$ cat src/design/ubp_pkg.sv
`timescale 1ns / 1ps
package ubp_pkg;

    localparam int STEP_COUNT = 8;
    localparam int FACTOR_ONE_MIN_DIVIDER = 9;
    localparam logic [23:0] BAUD_SATURATE = 24'hFFFFFF;

    localparam logic [1:0] ST_APPLIED   = 2'd0;
    localparam logic [1:0] ST_UNCHANGED = 2'd1;
    localparam logic [1:0] ST_RANGE     = 2'd2;
    localparam logic [1:0] ST_NONE      = 2'd3;

    localparam logic [2:0] CFG_CLOCK    = 3'd0;
    localparam logic [2:0] CFG_MINUEND  = 3'd1;
    localparam logic [2:0] CFG_DIV_MIN  = 3'd2;
    localparam logic [2:0] CFG_DIV_MAX  = 3'd3;
    localparam logic [2:0] CFG_BAUD_MIN = 3'd4;
    localparam logic [2:0] CFG_BAUD_MAX = 3'd5;

    // log2 of each prescaler factor: 1, 2, 8, 16, 64, 128, 512, 1024
    function automatic logic [3:0] factor_shift(input logic [2:0] idx);
        case (idx)
            3'd0: factor_shift = 4'd0;
            3'd1: factor_shift = 4'd1;
            3'd2: factor_shift = 4'd3;
            3'd3: factor_shift = 4'd4;
            3'd4: factor_shift = 4'd6;
            3'd5: factor_shift = 4'd7;
            3'd6: factor_shift = 4'd9;
            default: factor_shift = 4'd10;
        endcase
    endfunction

endpackage

$ cat src/design/ubp_divider.sv
`timescale 1ns / 1ps
module ubp_divider import ubp_pkg::*; (
    input  logic        aclk,
    input  logic        aresetn,
    input  logic        start,
    input  logic [26:0] dividend,
    input  logic [33:0] divisor,
    output logic        done,
    output logic [26:0] quotient
);

    logic [26:0] quot_reg, quot_next;
    logic [33:0] rem_reg, rem_next;
    logic [4:0]  count_reg, count_next;
    logic        busy_reg, busy_next;
    logic        done_reg, done_next;
    logic [34:0] trial;
    logic [33:0] div_reg, div_next;

    assign trial = {rem_reg, quot_reg[26]} - {1'b0, div_reg};

    always_comb begin
        quot_next  = quot_reg;
        rem_next   = rem_reg;
        count_next = count_reg;
        busy_next  = busy_reg;
        div_next   = div_reg;
        done_next  = 1'b0;
        if (start) begin
            quot_next  = dividend;
            rem_next   = '0;
            div_next   = divisor;
            count_next = 5'd0;
            busy_next  = 1'b1;
        end else if (busy_reg) begin
            if (!trial[34]) begin
                rem_next  = trial[33:0];
                quot_next = {quot_reg[25:0], 1'b1};
            end else begin
                rem_next  = {rem_reg[32:0], quot_reg[26]};
                quot_next = {quot_reg[25:0], 1'b0};
            end
            count_next = count_reg + 5'd1;
            if (count_reg == 5'd26) begin
                busy_next = 1'b0;
                done_next = 1'b1;
            end
        end
    end

    always_ff @(posedge aclk) begin
        if (!aresetn) begin
            busy_reg  <= 1'b0;
            done_reg  <= 1'b0;
            count_reg <= '0;
        end else begin
            busy_reg  <= busy_next;
            done_reg  <= done_next;
            count_reg <= count_next;
        end
        quot_reg <= quot_next;
        rem_reg  <= rem_next;
        div_reg  <= div_next;
    end

    assign done     = done_reg;
    assign quotient = quot_reg;

endmodule

$ cat src/design/uart_baud_prescaler_divisor_search.sv
`timescale 1ns / 1ps
// UART baud prescaler and divisor search.
// Slave channel s_axis_*: one beat carries a wanted baud rate (tdata[23:0]).
// Master channel m_axis_*: one result beat per request with status, actual
// baud, three prescaler bypass flags and the divisor register byte.
// Configuration: cfg_we/cfg_addr/cfg_wdata write the six limit registers;
// write only while idle.
// An out-of-range rate puts its result beat up in the cycle after it is
// accepted. Otherwise each of up to eight prescaler steps runs a restoring
// division on one shared 27-step divider, and a second one when the divisor
// fits its range; the search ends early when the divisor falls below its minimum.
// The divider serves every division; one request is in work at a time
// and s_axis_tready stays low until its result beat has been taken.
// A stalled master holds the result in the output register; no new request is
// accepted meanwhile.
// Reset (aresetn low, synchronous) restores register defaults and clears the
// applied setting to bypass bits zero and byte zero.
module uart_baud_prescaler_divisor_search import ubp_pkg::*; (
    input  logic        aclk,
    input  logic        aresetn,
    input  logic        cfg_we,
    input  logic [2:0]  cfg_addr,
    input  logic [25:0] cfg_wdata,
    input  logic        s_axis_tvalid,
    output logic        s_axis_tready,
    input  logic [23:0] s_axis_tdata,   // wanted_baud
    output logic        m_axis_tvalid,
    input  logic        m_axis_tready,
    output logic [39:0] m_axis_tdata    // status[1:0], actual_baud[25:2],
                                        // bypass_2x[26], bypass_8x[27],
                                        // bypass_64x[28], divider_byte[36:29]
);

    localparam logic [2:0] S_IDLE = 3'd0;
    localparam logic [2:0] S_DIV1 = 3'd1;
    localparam logic [2:0] S_W1   = 3'd2;
    localparam logic [2:0] S_DIV2 = 3'd3;
    localparam logic [2:0] S_W2   = 3'd4;
    localparam logic [2:0] S_END  = 3'd5;
    localparam logic [2:0] S_OUT  = 3'd6;

    logic [25:0] clk_reg;
    logic [8:0]  minuend_reg, dmax_reg;
    logic [7:0]  dmin_reg;
    logic [23:0] bmin_reg, bmax_reg;
    logic [2:0]  abits_reg;
    logic [7:0]  abyte_reg;

    logic [2:0]  state_reg;
    logic [23:0] want_reg;
    logic [2:0]  idx_reg;
    logic [25:0] d_reg;
    logic        found_reg;
    logic [26:0] bdelta_reg, bbaud_reg;
    logic [2:0]  bbits_reg;
    logic [7:0]  bbyte_reg;
    logic [39:0] out_reg;

    logic        dv_start, dv_done;
    logic [26:0] dv_dividend, dv_quot;
    logic [33:0] dv_divisor;
    logic [26:0] rounded, delta;
    logic [25:0] lim;
    logic [7:0]  byte_cand;
    logic [23:0] sat_baud;
    logic [3:0]  sh;

    assign sh = factor_shift(idx_reg);
    assign dv_dividend = {clk_reg, 1'b0};
    assign rounded = (dv_quot + 27'd1) >> 1;
    assign lim = (idx_reg == 3'd0) ? 26'(FACTOR_ONE_MIN_DIVIDER) : {18'd0, dmin_reg};
    assign delta = (rounded >= {3'd0, want_reg}) ? rounded - {3'd0, want_reg}
                                                 : {3'd0, want_reg} - rounded;
    assign byte_cand = minuend_reg[7:0] - d_reg[7:0];
    assign sat_baud = (bbaud_reg > {3'd0, BAUD_SATURATE}) ? BAUD_SATURATE : bbaud_reg[23:0];

    always_comb begin
        dv_start = 1'b0;
        dv_divisor = '0;
        if (state_reg == S_DIV1) begin
            dv_start = 1'b1;
            dv_divisor = {10'd0, want_reg} << sh;
        end else if (state_reg == S_DIV2) begin
            dv_start = 1'b1;
            dv_divisor = {8'd0, d_reg} << sh;
        end
    end

    ubp_divider u_div (
        .aclk(aclk), .aresetn(aresetn), .start(dv_start),
        .dividend(dv_dividend), .divisor(dv_divisor),
        .done(dv_done), .quotient(dv_quot)
    );

    assign s_axis_tready = (state_reg == S_IDLE);
    assign m_axis_tvalid = (state_reg == S_OUT);
    assign m_axis_tdata  = out_reg;

    always_ff @(posedge aclk) begin
        if (!aresetn) begin
            clk_reg     <= 26'd12000000;
            minuend_reg <= 9'd256;
            dmin_reg    <= 8'd2;
            dmax_reg    <= 9'd255;
            bmin_reg    <= 24'd50;
            bmax_reg    <= 24'd3000000;
            abits_reg   <= '0;
            abyte_reg   <= '0;
            state_reg   <= S_IDLE;
            found_reg   <= 1'b0;
        end else begin
            if (cfg_we) begin
                case (cfg_addr)
                    CFG_CLOCK:    clk_reg     <= cfg_wdata;
                    CFG_MINUEND:  minuend_reg <= cfg_wdata[8:0];
                    CFG_DIV_MIN:  dmin_reg    <= cfg_wdata[7:0];
                    CFG_DIV_MAX:  dmax_reg    <= cfg_wdata[8:0];
                    CFG_BAUD_MIN: bmin_reg    <= cfg_wdata[23:0];
                    CFG_BAUD_MAX: bmax_reg    <= cfg_wdata[23:0];
                    default: ;
                endcase
            end
            case (state_reg)
                S_IDLE: begin
                    if (s_axis_tvalid) begin
                        want_reg  <= s_axis_tdata;
                        idx_reg   <= '0;
                        found_reg <= 1'b0;
                        if (s_axis_tdata == 24'd0 || s_axis_tdata < bmin_reg
                                || s_axis_tdata > bmax_reg) begin
                            out_reg   <= {38'd0, ST_RANGE};
                            state_reg <= S_OUT;
                        end else begin
                            state_reg <= S_DIV1;
                        end
                    end
                end
                S_DIV1: state_reg <= S_W1;
                S_W1: begin
                    if (dv_done) begin
                        d_reg <= rounded[25:0];
                        if (rounded[25:0] < lim) begin
                            state_reg <= S_END;
                        end else if (rounded[25:0] != 26'd0
                                && rounded[25:0] <= {17'd0, dmax_reg}) begin
                            state_reg <= S_DIV2;
                        end else if (idx_reg == 3'(STEP_COUNT - 1)) begin
                            state_reg <= S_END;
                        end else begin
                            idx_reg   <= idx_reg + 3'd1;
                            state_reg <= S_DIV1;
                        end
                    end
                end
                S_DIV2: state_reg <= S_W2;
                S_W2: begin
                    if (dv_done) begin
                        if (!found_reg || delta <= bdelta_reg) begin
                            found_reg  <= 1'b1;
                            bdelta_reg <= delta;
                            bbaud_reg  <= rounded;
                            bbits_reg  <= 3'd7 - idx_reg;
                            bbyte_reg  <= byte_cand;
                        end
                        if (idx_reg == 3'(STEP_COUNT - 1)) begin
                            state_reg <= S_END;
                        end else begin
                            idx_reg   <= idx_reg + 3'd1;
                            state_reg <= S_DIV1;
                        end
                    end
                end
                S_END: begin
                    state_reg <= S_OUT;
                    if (!found_reg) begin
                        out_reg <= {38'd0, ST_NONE};
                    end else if (bbits_reg == abits_reg && bbyte_reg == abyte_reg) begin
                        out_reg <= {3'd0, bbyte_reg, bbits_reg, sat_baud, ST_UNCHANGED};
                    end else begin
                        out_reg   <= {3'd0, bbyte_reg, bbits_reg, sat_baud, ST_APPLIED};
                        abits_reg <= bbits_reg;
                        abyte_reg <= bbyte_reg;
                    end
                end
                S_OUT: if (m_axis_tready) state_reg <= S_IDLE;
                default: state_reg <= S_IDLE;
            endcase
        end
    end

`ifndef SYNTHESIS
    a_no_overlap: assert property (@(posedge aclk) disable iff (!aresetn)
        !(s_axis_tready && m_axis_tvalid)) else $error("ready while result pending");
    a_range_zero: assert property (@(posedge aclk) disable iff (!aresetn)
        (m_axis_tvalid && (out_reg[1:0] == ST_RANGE || out_reg[1:0] == ST_NONE))
        |-> out_reg[39:2] == 38'd0) else $error("rejected result not zero");
    a_applied: assert property (@(posedge aclk) disable iff (!aresetn)
        (m_axis_tvalid && out_reg[1:0] == ST_APPLIED)
        |-> (abits_reg == out_reg[28:26] && abyte_reg == out_reg[36:29]))
        else $error("applied setting not stored");
`endif

endmodule
$ cat config.mk
export PLATFORM = sky130hd
export DESIGN_NAME = uart_baud_prescaler_divisor_search
export DESIGN_NICKNAME = d
export VERILOG_FILES = /design/src/design/ubp_pkg.sv /design/src/design/ubp_divider.sv /design/src/design/uart_baud_prescaler_divisor_search.sv
export SDC_FILE = /design/constraint.sdc
export NUM_CORES = 1
export LEC_CHECK = 0
export BUFFER_PORTS_ARGS = -buffer_cell sky130_fd_sc_hd__buf_2
export CAP_MARGIN = 10
export CORE_MARGIN = 5
export CORE_UTILIZATION = 37
export DETAILED_ROUTE_END_ITERATION = 12
export PLACE_DENSITY = 0.56
export SYNTH_ARGS = -nofsm -noshare
export SYNTH_HDL_FRONTEND = slang
export SYNTH_SLANG_ARGS = --single-unit
export TNS_END_PERCENT = 5
$ cat constraint.sdc
create_clock -name aclk -period 22.5 [get_ports aclk]
set_clock_uncertainty 0.15 [all_clocks]
set_input_delay 6.75 -clock aclk [delete_from_list [all_inputs] [get_ports aclk]]
set_output_delay 6.75 -clock aclk [all_outputs]
set_load 0.01 [all_outputs]
* Word-level counts from Yosys, hierarchy flattened
Cells that the tools add are included.
** Storage, ports and cells
- Bits in registers :: 373
- Input bits :: 58
- Output and inout bits :: 42
** Operators by class
- $add $sub $neg :: 8
- Order comparisons :: 7
- Equal/unequal tests :: 29
- Shifts and indexed selects :: 2
- Muxes and demuxes :: 41
- Bitwise operators :: 3
- Reduce and logical (&&, ||, !) cells :: 31
** Operators with widths (count)
- 34-bit 2-to-1 mux :: 3
- 27-bit 2-to-1 mux :: 3
- 40-bit 2-to-1 mux :: 2
- 40-bit one-hot mux with 2 select lines :: 1
- 3-bit 2-to-1 mux :: 14
- 37-bit 2-to-1 mux :: 1
- 35-bit by 34-bit subtractor with 35-bit output :: 1
- 24-bit by 4-bit << shifter with 34-bit output :: 1
- 26-bit by 4-bit << shifter with 34-bit output :: 1
- 4-bit one-hot mux with 7 select lines :: 1
- 27-bit by 1-bit adder with 27-bit output, second input constant :: 1
- 3-bit equality test, second input constant :: 9
- 27-bit less-or-equal comparator :: 1
- 24-bit by 26-bit subtractor with 27-bit output :: 1
- 26-bit by 24-bit subtractor with 27-bit output :: 1
- 26-bit by 24-bit greater-or-equal comparator with 1-bit output :: 1
- 26-bit by 24-bit > comparator with 1-bit output, second input constant :: 1
- 26-bit by 9-bit less-or-equal comparator with 1-bit output :: 1
- 26-bit by 8-bit < comparator with 1-bit output :: 1
- 26-bit nonzero test :: 1
- 24-bit > comparator :: 1
- 24-bit zero test :: 1
- 24-bit < comparator :: 1
- 24-bit 2-to-1 mux :: 1
- other kinds (29) :: 71

* Depth between registers and ports, before layout
Gate-level depths: netlist of run 1.
- Depth in word-level cells :: 8
- Gate-level depth with buffers :: 27

* Hierarchy
A second synthesis of run 1 with hierarchy kept.
** Unflattened totals
- Cells, all modules :: 2680
- Area total of the unflattened synthesis :: 24184.4 um2
** Modules (own cells, without submodules)
- uart_baud_prescaler_divisor_search :: times used 1, cells an instance 2090, area an instance 18104.9 um2
- ubp_divider :: times used 1, cells an instance 590, area an instance 6079.6 um2

* Worst setup path before layout of run 1
Ideal clock, no wire load.
- Path kind :: input-to-reg
- From :: in aresetn
- To :: reg bbaud_reg[0] (enable)
- Library setup time :: 0.509 ns
- Arrival time :: 10.400 ns
- Setup slack :: 11.441 ns
- Stages :: 4
- Path buffers :: 0
- Path through :: nand4_1 > a2111oi_0 > o211ai_1 > o22ai_1
** Between the ends
- Longest elaborated chain between the ends :: 1
** Ends and longest elaborated chain
- from (decl) :: line uart_baud_prescaler_divisor_search.sv:20 : input logic aresetn,
- 4-bit AND reduction (no line)
- to (signal assigned) :: line uart_baud_prescaler_divisor_search.sv:161 : bbaud_reg <= rounded;
- to (decl) :: line uart_baud_prescaler_divisor_search.sv:54 : logic [26:0] bdelta_reg, bbaud_reg;
Every way passes these cells.
A chain may end at the register's enable or synchronous reset.

* Worst setup path after layout of run 1
- From :: in s_axis_tdata[2]
- To :: reg out_reg[9] (netlist: m_axis_tdata[9]) (enable)
** Between the ends
- Longest elaborated chain between the ends :: 5
- Elaborated cells between the ends (all ways) :: 7
- Those cells by class :: order compare: 2; eq/ne: 1; reduce/logical: 4
** Ends and longest elaborated chain
- from (decl) :: line uart_baud_prescaler_divisor_search.sv:26 : input logic [23:0] s_axis_tdata,
- 24-bit < comparator or 24-bit zero test (tied branches) :: line uart_baud_prescaler_divisor_search.sv:129 : if (s_axis_tdata == 24'd0 || s_axis_tdata < bmin_reg
- 1-bit logical OR :: line uart_baud_prescaler_divisor_search.sv:129
- 1-bit logical OR (*) :: line uart_baud_prescaler_divisor_search.sv:130 : || s_axis_tdata > bmax_reg) begin
- 2-bit by 1-bit != test with 1-bit output (no line) (*)
- 4-bit AND reduction (no line) (*)
- to (signal assigned) :: line uart_baud_prescaler_divisor_search.sv:131 : out_reg <= {38'd0, ST_RANGE};
- to (signal assigned) :: line uart_baud_prescaler_divisor_search.sv:176 : out_reg <= {38'd0, ST_NONE};
- to (signal assigned) :: line uart_baud_prescaler_divisor_search.sv:178 : out_reg <= {3'd0, bbyte_reg, bbits_reg, sat_baud, ST_UNCHANGED};
- to (decl) :: line uart_baud_prescaler_divisor_search.sv:57 : logic [39:0] out_reg;
Mark *: on every way between the ends. The rest lies on a longest branch, timed or not.

==> results of run 1 <==
## through the flow
step / power [mW] / cell area (um2) / hold WS (ps) / utilization / cells
after floorplan: 1.94 / 23900 / 288 / - / 2621
after CTS: 3.09 / 26700 / 317 / 0.415 / 3550
final: 3.08 / 26700 / 313 / 0.416 / 3553
after global placement: 2.34 / 25200 / 300 / 0.392 / 3468
after detailed placement: 2.35 / 25200 / 308 / 0.392 / 3468
after global routing: 3.28 / 26700 / 335 / 0.416 / 3553
## worst max-delay path by stage
stage                          startpoint                             end  slack [ps]  depth (start not counted)
after detailed placement  s_axis_tdata[2]  m_axis_tdata[11]$_SDFFCE_PN0P_       11590                         11
after global placement    s_axis_tdata[2]  m_axis_tdata[10]$_SDFFCE_PN0P_       11650                         11
final                     s_axis_tdata[2]   m_axis_tdata[9]$_SDFFCE_PN0P_       12610                         12
after global routing      s_axis_tdata[2]   m_axis_tdata[2]$_SDFFCE_PN0P_       12510                         12
after floorplan                   aresetn          bbaud_reg[0]$_DFFE_PP_       11440                          4
after CTS                 s_axis_tdata[2]  m_axis_tdata[26]$_SDFFCE_PN0P_       12210                         11
## kinds of logic (layout without fill, tap and decap cells)
logic type	count (synthesis)	count (layout)	synth area share
other	1	4	0.000157
AOI/OAI and AO/OA	555	555	0.152
muxes	159	159	0.0742
and+or+nand+nor	900	900	0.178
adders and majority gates	192	192	0.102
buffers and inverters	343	419	0.0576
DFF	370	370	0.400
xor gates and xnor gates	99	99	0.0363
## power by group through the flow
stage          Sequential, mW  Combinational [mW]  Clock, mW
2_1_floorplan           0.900                1.04          0
3_3_place_gp            0.938                1.40          0
3_5_place_dp            0.940                1.41          0
4_1_cts                 0.926                1.42      0.741
5_1_grt                 0.936                1.58      0.768
6_report                0.926                1.43      0.723
## cell type report
cell class | count | share of cell area
clock inverters | 26 | 0.0100
flip-flops and latches | 370 | 0.358
well taps | 855 | 0.0401
diodes | 1 | 0.0000937
inverters | 209 | 0.0294
multi-input cells | 1908 | 0.490
clock buffers | 56 | 0.0449
repair buffers | 128 | 0.0278
## critical path, cell delays in order
cell,delay (ps)
buf_2,130
ha_1,300
a211o_1,290
a31oi_1,130
o21ai_0,150
a211oi_1,330
o41ai_1,130
o21a_1,170
o2111ai_1,760
nand2_1,220
a21oi_4,380
buf_12,240
## cells in the mapped netlist, drive strengths merged (7+ instances only)
cell	instances	area [um2]
o211ai	33	248
nand2	376	1410
clkbuf	111	452
o21bai	8	60.1
o41ai	8	70.1
mux2i	140	1400
dfxtp	156	3120
edfxtp	214	6430
nor3	42	215
or2	8	50.1
o31ai	11	87.6
xor2	36	315
nor4	23	189
a21o	37	279
and4	12	106
o21a	24	180
xnor2	63	552
nand4	37	277
o21ai	98	490
nor2	173	649
ha	188	2350
nor2b	45	282
buf	21	116
inv	207	777
o22ai	7	43.8
a21oi	135	676
nand3	98	490
mux4	14	315
a31oi	39	244
a21boi	73	548
nand2b	26	163
a211oi	28	210
and2	21	131
and3	13	82.6
## layer usage
layer	up-vias	track usage
li1	9405	-
met1	9331	0.275
met2	523	0.334
met3	133	0.0255
met4	2	0.0572
met5	-	0
==> reports/qor.txt, run 1 <==
Status: finished, final reports clean
Combinational Power Share: 0.465
# H-tree levels: 2
Hold EP: bmin_reg[9]$_SDFFE_PN0P_
Start point of the worst min-delay path: bmin_reg[9]$_SDFFE_PN0P_
# clock sinks: 370
Final Hold Viols: 0
Clock tree buffer depth: 3
Synthesis-to-layout area growth: 11.8%
Port Buffers: 96
CP Class: in2reg
Min Tclk post-route: 9890 ps
Top Ports: 100
Switching power: 1.27 mW
Post-synthesis instance total: 2,619
Worst skew pair latency: 590 ps
DR vias/cell: 5.46
Die W: 264 um
Peak supply drop: 0.0000563 V
Global-route wire length before repair: 112,000 um
Multi-input gate area: 13,100 um2
Rows: 93
GRT overflow: 0
Starting Density: 0.372
Routed wl met3: 3270 um
Nets@finish: 2,911
Hold Crit Class: reg2reg
Highest-count cells in the layout ignoring fill and taps: nand2_1 (376), edfxtp_1 (214), inv_1 (207), ha_1 (188), nor2_1 (170)
Vias post-DR: 19,394
Reg area: 9550 um2
Core ar.: 64,200 um2
Leakage power: 11.0 nW
Final setup violation count: 0
Starting DRT DRC Count: 1,308
DR WL met2: 34,100 um
Post-synth cell types: 92
DP Worst Slack: 11,590 ps
Die area: 69,700 um2
Routed WL per cell: 20.4 um
Commonest non-fill, non-tap cell in the layout: nand2_1
Relative slew margins: 0.223
DR top layer: met5
Worst Hold Depth: 2
Sequential share of the synthesized area: 0.400
Root buf cell: clkbuf_16
WP data arrival: 10,020 ps
Power Density: 115 nW/um2
Max reg flops: 37
Reg-to-Reg End: bdelta_reg[9]$_DFFE_PP_
Initial antenna violation count: 2
Int Pwr: 1.81 mW
DRT antenna net count: 0
CP required: 22,630 ps
Flop pwr share: 0.301
Share of layout cells above drive strength 1: 0.0960
GRT Util Overall: 0.200
F_max: 101 MHz
Die height: 264 um
R2r setup slk: 13,270 ps
Post-CTS Setup Inserts: 0
RD Place Congestion: 0.938
Unrepaired setup endpoints after global routing: no
CTS tree: done
Reg2reg path depth: 23
Post-CTS Hold Buffers: 0
CTS Buf Count: 44
Synth warn: 0
FF+latch count, synth: 370
Post-route setup slack: 12,610 ps
Reg clk slew, reported paths: 60 ps
Total Neg Setup Slack: 0 ps
Final worst-path cycle share: 0.440
Residual DRC count: 0
Post-synth EDFFs: 214
Max Transition Viols Final: 0
Mapped Avg Cell Area: 9.12 um2
Detailed-route wire length: 72,400 um
Sw Ratio: 0.413
Post-synth ARST share: 0
Setup crit end kind: flip-flop
Met1 wire length: 32,900 um
Worst setup SP type: input port
Vias in the first global route: 18,856
Max-cap violation count: 0
1st-pass router iterations: 7
Max Fanout on Critical Path: 31
Ys flop type: edfxtp_1
Largest net degree at the start of global routing: 77
Worst Tran Pin Value: 1140 ps
Post-CTS Resized: 0
Clock Power Share: 0.235
FILL cells: 6,418
Synth Cell Area: 23,900 um2
HPWL after DPL: 55,200 um
Launching point of the worst reg2reg path: u_div.quotient[2]$_DFFE_PP_
Note: power is estimated with default switching activity, not from simulation.
==> run 2, diff against run 1 <==
--- a/config.mk
+++ b/config.mk
@@ -5,12 +5,13 @@
 export SDC_FILE = /design/constraint.sdc
 export NUM_CORES = 1
 export LEC_CHECK = 0
+export ABC_AREA = 1
 export BUFFER_PORTS_ARGS = -buffer_cell sky130_fd_sc_hd__buf_2
 export CAP_MARGIN = 10
 export CORE_MARGIN = 5
 export CORE_UTILIZATION = 37
 export DETAILED_ROUTE_END_ITERATION = 12
-export PLACE_DENSITY = 0.56
+export PLACE_DENSITY = 0.58
 export SYNTH_ARGS = -nofsm -noshare
 export SYNTH_HDL_FRONTEND = slang
 export SYNTH_SLANG_ARGS = --single-unit
==> constraint.sdc (replaced) <==
create_clock -name aclk -period 8.3 [get_ports aclk]
set_clock_uncertainty 0.15 [all_clocks]
set_input_delay 2.49 -clock aclk [delete_from_list [all_inputs] [get_ports aclk]]
set_output_delay 2.49 -clock aclk [all_outputs]
set_load 0.01 [all_outputs]
==> run 2 against run 1 <==
Net effect: area after synthesis increased by 0.16%; critical path depth increased by 18; first-iteration DRC count increased by 13%; core utilization decreased by 0.084 points; worst hold slack got worse by 4.0 ps; setup slack got worse by 11000 ps; critical endpoint is now bbaud_reg[11]$_DFFE_PP_; largest cell class unchanged.
==> reports/qor.txt, run 2 <==
Commonest non-fill, non-tap cell in the layout: nand2_1 (unchanged)
# H-tree levels: 2 (unchanged)
Status: finished, final reports clean (unchanged)
Port Buffers: 96 (unchanged)
# clock sinks: 370 (unchanged)
Share of Yosys cell area claimed by the top area cell type: 0.269 (about the same)
Diodes inserted: 0 (was 1)
Slowest cell on the critical path: or4_1 (was o2111ai_1)
Largest net degree at the start of global routing: 70 (was 77)
FF+latch count, synth: 370 (unchanged)
Reg clk slew, reported paths: 70 ps (was 60 ps)
Max Transition Viols Final: 0 (unchanged)
Setup crit end kind: flip-flop (unchanged)
DRT antenna net count: 0 (unchanged)
Int Pwr: 4.74 mW (was 1.81 mW)
Leakage power: 11.8 nW (was 11.0 nW)
Clock Power Share: 0.214 (was 0.235)
Flop pwr share: 0.279 (was 0.301)
Synthesis-to-layout area growth: 11.4% (was 11.8%)
CTS Buf Count: 44 (unchanged)
Most used cell, CP: nand2_1
Min Tclk post-route: 6670 ps
Max Fanout on Critical Path: 55 (was 31)
Post-CTS Resized: 0 (unchanged)
GRT Util Overall: 0.209 (was 0.200)
1st-pass router iterations: 6 (was 7)
Residual DRC count: 0 (unchanged)
CTS tree: done (unchanged)
Rows: 93 (unchanged)
Post-synth cell types: 62 (was 92)
Relative slew margins: 0.306 (was 0.223)
Max reg flops: 37 (unchanged)
HPWL after DPL: 59,200 um (was 55,200 um)
Starting DRT DRC Count: 1,480 (was 1,308)
Core ar.: 64,200 um2 (unchanged)
Peak supply drop: 0.000172 V (was 0.0000563 V)
Vias in the first global route: 20,004 (was 18,856)
DR vias/cell: 5.13 (was 5.46)
Max stage delay on crit path: 540 ps (was 760 ps)
Vias post-DR: 21,000 (was 19,394)
Share of layout cells above drive strength 1: 0.0759 (was 0.0960)
Final setup violation count: 0 (unchanged)
Worst skew pair latency: 600 ps (was 590 ps)
Switching power: 4.26 mW (was 1.27 mW)
Worst Tran Pin Value: 1030 ps (was 1140 ps)
Total Neg Setup Slack: 0 ps (unchanged)
Post-synth EDFFs: 214 (unchanged)
Highest-count cells in the layout ignoring fill and taps: nand2_1 (708), inv_1 (419), o21ai_0 (335), nor2_1 (307), edfxtp_1 (214) (was nand2_1 (376), edfxtp_1 (214), inv_1 (207), ha_1 (188), nor2_1 (170))
Die W: 264 um (about the same)
FILL cells: 6,743 (was 6,418)
Hold Crit Class: reg2reg (unchanged)
WP data arrival: 6750 ps (was 10,020 ps)
Power Total: 8.99 mW (was 3.08 mW)
CP Class: reg2reg (was in2reg)
RD Place Congestion: 0.952 (was 0.938)
Most frequent cells after synthesis: nand2_1 (710), inv_1 (420), o21ai_0 (335) (was nand2_1 (376), edfxtp_1 (214), inv_1 (207))
Final worst-path cycle share: 0.803
Post-CTS Hold Buffers: 0 (unchanged)
Post-synthesis instance total: 3,144 (was 2,619)
Combinational Power Share: 0.507 (was 0.465)
Post-synth ARST share: 0 (unchanged)
CP required: 8380 ps (was 22,630 ps)
Clock tree buffer depth: 3 (unchanged)
GRT overflow: 0 (unchanged)
Worst setup SP type: flip-flop (was input port)
Synth warn: 0 (unchanged)
Die area: 69,800 um2 (was 69,700 um2)
Die height: 264 um (about the same)
Nets@finish: 3,454 (was 2,911)
Routed WL per cell: 18.4 um (was 20.4 um)
Synth Cell Area: 23,900 um2 (about the same)
Final Hold Viols: 0 (unchanged)
Max-cap violation count: 0 (unchanged)
Top Ports: 100 (unchanged)
Leading area contributor after synthesis: edfxtp_1 (unchanged)
Synth area leaders: edfxtp_1 (27%), dfxtp_1 (13%), nand2_1 (11%) (was edfxtp_1 (27%), dfxtp_1 (13%), ha_1 (9.8%))
Global-route wire length before repair: 116,000 um (was 112,000 um)
Mapped Avg Cell Area: 7.61 um2 (was 9.12 um2)
Sw Ratio: 0.473 (was 0.413)
Count leader, synth: nand2_1 (unchanged)
Ys flop type: edfxtp_1 (unchanged)
Initial antenna violation count: 3 (was 2)
Sequential share of the synthesized area: 0.399 (was 0.400)
Starting Density: 0.372 (about the same)
Detailed-route wire length: 75,400 um (was 72,400 um)
Root buf cell: clkbuf_16 (unchanged)
Unrepaired setup endpoints after global routing: no (unchanged)
F_max: 150 MHz
Post-CTS Setup Inserts: 0 (unchanged)
Power Density: 338 nW/um2 (was 115 nW/um2)
R2r setup slk: 1630 ps (was 13,270 ps)
## run 2: changes by cell type after synthesis, moves of 23 or more
cell / previous run / this run
o21ai_0: 97 / 335
a21o_1: 36 / 13
inv_1: 207 / 420
nand2_1: 376 / 710
clkbuf_1: 106 / 68
a31oi_1: 39 / 8
nand2b_1: 26 / 0
a21boi_0: 73 / 7
xnor2_1: 63 / 24
nor2_1: 173 / 313
mux2i_1: 140 / 8
nor2b_1: 45 / 0
a21oi_1: 135 / 211
## run 2: path summary, 6_finish.rpt
kind,end,cells past startpoint,startpoint
worst max-delay path,bbaud_reg[11]$_DFFE_PP_,30,u_div.quotient[0]$_SDFFE_PP0P_
worst min-delay path,bmin_reg[3]$_SDFFE_PN0P_,2,bmin_reg[3]$_SDFFE_PN0P_
worst max register to register,bbaud_reg[11]$_DFFE_PP_,30,u_div.quotient[0]$_SDFFE_PP0P_
worst min register to register,bmin_reg[3]$_SDFFE_PN0P_,2,bmin_reg[3]$_SDFFE_PN0P_
## run 2: worst max-delay path, delay by kind of cell, from the launching register on
kind | cells | cell delay, ps
AOI/OAI and AO/OA | 2 | 220
xor gates and xnor gates | 1 | 170
adders and majority gates | 3 | 990
buffers and inverters | 5 | 750
DFF | 1 | 450
and+or+nand+nor | 19 | 3560
## run 2: routing by layer
metal / track usage / vias up / share of wire
met5: 0 / - / 0.00036
met3: 0.0268 / 112 / 0.055
li1: - / 10603 / -
met4: 0.0545 / 4 / 0.025
met1: 0.293 / 9712 / 0.46
met2: 0.343 / 569 / 0.46
## run 2: through the flow
step	instance area, um2	util	hold WS [ps]	std cells	worst slack, ps
floorplan	23900	-	279	3146	869
global placement	25200	0.393	289	4013	1880
detailed placement	25200	0.393	300	4013	1740
CTS	26600	0.415	310	4094	1700
global route	26600	0.415	331	4094	1160
finish	26600	0.415	309	4094	1630
## run 2: cells by family after synthesis
| group | after synthesis | share of synthesized area |
|---|---|---|
| XOR/XNOR | 74 | 0.0271 |
| adder cells (fa/ha/maj) | 192 | 0.102 |
| AO/OA/AOI/OAI | 727 | 0.171 |
| other | 1 | 0.000157 |
| AND/OR/NAND/NOR | 1229 | 0.209 |
| buffers and inverters | 543 | 0.0883 |
| flip-flops | 370 | 0.399 |
| multiplexers | 8 | 0.00335 |
## run 2: layout make-up
cell class | count | area, um2 | area share
multi-input cells | 2233 | 12300 | 0.462
flip-flops and latches | 370 | 9550 | 0.358
inverters | 439 | 1650 | 0.0618
clock buffers | 53 | 1130 | 0.0426
well taps | 855 | 1070 | 0.0402
repair buffers | 116 | 643 | 0.0241
clock inverters | 28 | 283 | 0.0106
## run 2: power by group through the flow
stage | Sequential (mW) | Clock (mW) | Combinational, mW
finish | 2.51 | 1.92 | 4.56
CTS | 2.51 | 1.97 | 4.52
detailed placement | 2.54 | 0 | 4.50
global placement | 2.54 | 0 | 4.50
floorplan | 2.50 | 0 | 3.17
global route | 2.53 | 2.04 | 5.08
==> run 3, diff against run 2 <==
--- a/config.mk
+++ b/config.mk
@@ -11,7 +11,7 @@
 export CORE_MARGIN = 5
 export CORE_UTILIZATION = 37
 export DETAILED_ROUTE_END_ITERATION = 12
-export PLACE_DENSITY = 0.58
+export PLACE_DENSITY = 0.56
 export SYNTH_ARGS = -nofsm -noshare
 export SYNTH_HDL_FRONTEND = slang
 export SYNTH_SLANG_ARGS = --single-unit
==> constraint.sdc (replaced) <==
create_clock -name aclk -period 6.2 [get_ports aclk]
set_clock_uncertainty 0.15 [all_clocks]
set_input_delay 1.86 -clock aclk [delete_from_list [all_inputs] [get_ports aclk]]
set_output_delay 1.86 -clock aclk [all_outputs]
set_load 0.01 [all_outputs]
==> run 3 against run 2 <==
Net effect: die area did not move; clock power rose by 55%; critical path depth fell by 1; routed wire length rose by 0.90%; largest cell class unchanged; sequential power rose by 33%; critical path type unchanged.
==> reports/qor.txt, run 3 (synthesis results as in run 2) <==
Multi-input gate area: 12,300 um2 (about the same)
CTS Buf Count: 46 (was 44)
Worst Tran Pin Value: 1030 ps (about the same)
DP Worst Slack: 304 ps (was 1740 ps)
Max Transition Viols Final: 0 (unchanged)
Max Fanout on Critical Path: 14 (was 55)
Power Density: 461 nW/um2 (was 338 nW/um2)
Post-CTS Hold Buffers: 0 (unchanged)
DR vias/cell: 5.11 (was 5.13)
Core ar.: 64,200 um2 (unchanged)
1st-pass router iterations: 5 (was 6)
CP Class: reg2reg (unchanged)
Port Buffers: 96 (unchanged)
Synthesis-to-layout area growth: 13.6% (was 11.4%)
Worst skew pair latency: 590 ps (was 600 ps)
Grt met2 use: 0.341 (was 0.343)
R2r setup slk: 370 ps (was 1630 ps)
CP required: 6320 ps (was 8380 ps)
Reg area: 9550 um2 (about the same)
Slowest cell on the critical path: or4_1 (unchanged)
F_max: 172 MHz (was 150 MHz)
Routed WL per cell: 18.5 um (was 18.4 um)
HPWL after DPL: 59,300 um (was 59,200 um)
Reg2reg path depth: 29 (was 30)
Max stage delay on crit path: 530 ps (was 540 ps)
Root buf cell: clkbuf_16 (unchanged)
Rows: 93 (unchanged)
# H-tree levels: 2 (unchanged)
Worst Hold Depth: 2 (unchanged)
Relative slew margins: 0.306 (about the same)
Global-route wire length before repair: 115,000 um (was 116,000 um)
Die W: 264 um (unchanged)
Hold Crit Class: reg2reg (unchanged)
RD Place Congestion: 0.963 (was 0.952)
CTS tree: done (unchanged)
Busiest grt layer: met2 (unchanged)
Commonest non-fill, non-tap cell in the layout: nand2_1 (unchanged)
Initial antenna violation count: 2 (was 3)
Setup crit end kind: flip-flop (unchanged)
Clock tree buffer depth: 3 (unchanged)
Max reg flops: 37 (unchanged)
Min Tclk post-route: 5830 ps (was 6670 ps)
GR Util met3: 0.0283 (was 0.0268)
DRT antenna net count: 0 (unchanged)
Largest net degree at the start of global routing: 83 (was 70)
Die area: 69,800 um2 (unchanged)
Nets@finish: 3,482 (was 3,454)
Highest-count cells in the layout ignoring fill and taps: nand2_1 (707), inv_1 (419), o21ai_0 (334), nor2_1 (306), edfxtp_1 (214) (was nand2_1 (708), inv_1 (419), o21ai_0 (335), nor2_1 (307), edfxtp_1 (214))
Start point of the worst min-delay path: bmax_reg[1]$_SDFFE_PN0P_ (was bmin_reg[3]$_SDFFE_PN0P_)
WP data arrival: 5950 ps (was 6750 ps)
Final Hold Viols: 0 (unchanged)
GRT met1 Usage: 0.296 (was 0.293)
DP Area: 25,300 um2 (was 25,200 um2)
Starting Density: 0.372 (unchanged)
Reg-to-Reg End: bdelta_reg[18]$_DFFE_PP_ (was bbaud_reg[11]$_DFFE_PP_)
Share of layout cells above drive strength 1: 0.0872 (was 0.0759)
Crit path launch: u_div.quotient[1]$_DFFE_PP_ (was u_div.quotient[0]$_SDFFE_PP0P_)
Final setup violation count: 0 (unchanged)
Leakage power: 12.0 nW (was 11.8 nW)
Final worst-path cycle share: 0.940 (was 0.803)
Worst setup SP type: flip-flop (unchanged)
GRT Util Overall: 0.209 (about the same)
Detailed-route wire length: 76,100 um (was 75,400 um)
# clock sinks: 370 (unchanged)
Vias in the first global route: 19,748 (was 20,004)
Vias post-DR: 21,057 (was 21,000)
Launching point of the worst reg2reg path: u_div.quotient[1]$_DFFE_PP_ (was u_div.quotient[0]$_SDFFE_PP0P_)
Max-cap violation count: 0 (unchanged)
Hold EP: bmax_reg[1]$_SDFFE_PN0P_ (was bmin_reg[3]$_SDFFE_PN0P_)
Post-route setup slack: 371 ps (was 1630 ps)
Most used cell, CP: nand2_1 (unchanged)
Peak supply drop: 0.000233 V (was 0.000172 V)
FILL cells: 6,700 (was 6,743)
Placed cells: 4,027 (was 4,013)
Status: finished, final reports clean (unchanged)
Residual DRC count: 0 (unchanged)
Diodes inserted: 0 (unchanged)
GRT overflow: 0 (unchanged)
Top Ports: 100 (unchanged)
Design Area, Final: 27,200 um2 (was 26,600 um2)
Starting DRT DRC Count: 1,740 (was 1,480)
Hold slack: 306 ps (was 309 ps)
Util after Layout: 0.423 (was 0.415)
Reg clk slew, reported paths: 60 ps (was 70 ps)
Final cell count without fillers: 4,124 (was 4,094)
Die height: 264 um (unchanged)
[run 3: cell count changes in the layout (fill, tap and decap cells not counted), moves of 3 or more]
cell,before,now
ha_1,188,185
buf_4,19,41
clkbuf_16,44,48
clkinv_2,8,4
clkinv_1,9,12
bufinv_16,3,11
clkbuf_1,9,4
[run 3: per-layer routing]
metal | vias to the layer above | routed length [um]
met2 | 541 | 34600
li1 | 10686 | -
met4 | 0 | 1730
met1 | 9729 | 35700
met3 | 101 | 4010
met5 | - | 0
[run 3: final cells by class]
class                   count  share of cell area
clock buffers              51              0.0434
flip-flops and latches    370               0.351
repair buffers            142              0.0327
multi-input cells        2233               0.454
inverters                 439              0.0606
well taps                 855              0.0394
clock inverters            34              0.0183
[run 3: what timing repair did]
item                                    CTS  global route
resized for setup                         0             9
endpoints found under the setup margin    0            64
buffers inserted                          0             9
[run 3: power by group]
part | leakage [nW] | internal [mW] | total [mW] | switching [mW]
Clock | 0.804 | 1.85 | 2.98 | 1.14
Combinational | 7.97 | 1.85 | 6.20 | 4.35
Sequential | 3.25 | 3.11 | 3.35 | 0.247
[run 3: worst max-delay path by stage]
stage / to / slack (ps) / cells past startpoint
floorplan: bbaud_reg[0]$_DFFE_PP_ / 550 / 31
global placement: bbaud_reg[19]$_DFFE_PP_ / 430 / 30
detailed placement: bbaud_reg[19]$_DFFE_PP_ / 300 / 29
CTS: bbaud_reg[24]$_DFFE_PP_ / 250 / 29
global route: bbaud_reg[0]$_DFFE_PP_ / -20 / 30
finish: bdelta_reg[18]$_DFFE_PP_ / 370 / 29
[run 3: metrics by stage]
step | setup TNS [ps] | total power [mW]
CTS | 0 | 12.5
finish | 0 | 12.5
global placement | 0 | 9.47
floorplan | 0 | 7.59
global route | -704 | 13.5
detailed placement | 0 | 9.45
[run 3: critical path, delay by kind of cell, from the launching register on]
family | cells | cell delay [ps]
and+or+nand+nor | 18 | 2960
adders and majority gates | 3 | 1010
buffers and inverters | 5 | 590
DFF | 1 | 440
AOI/OAI and AO/OA | 2 | 180
xor gates and xnor gates | 1 | 170
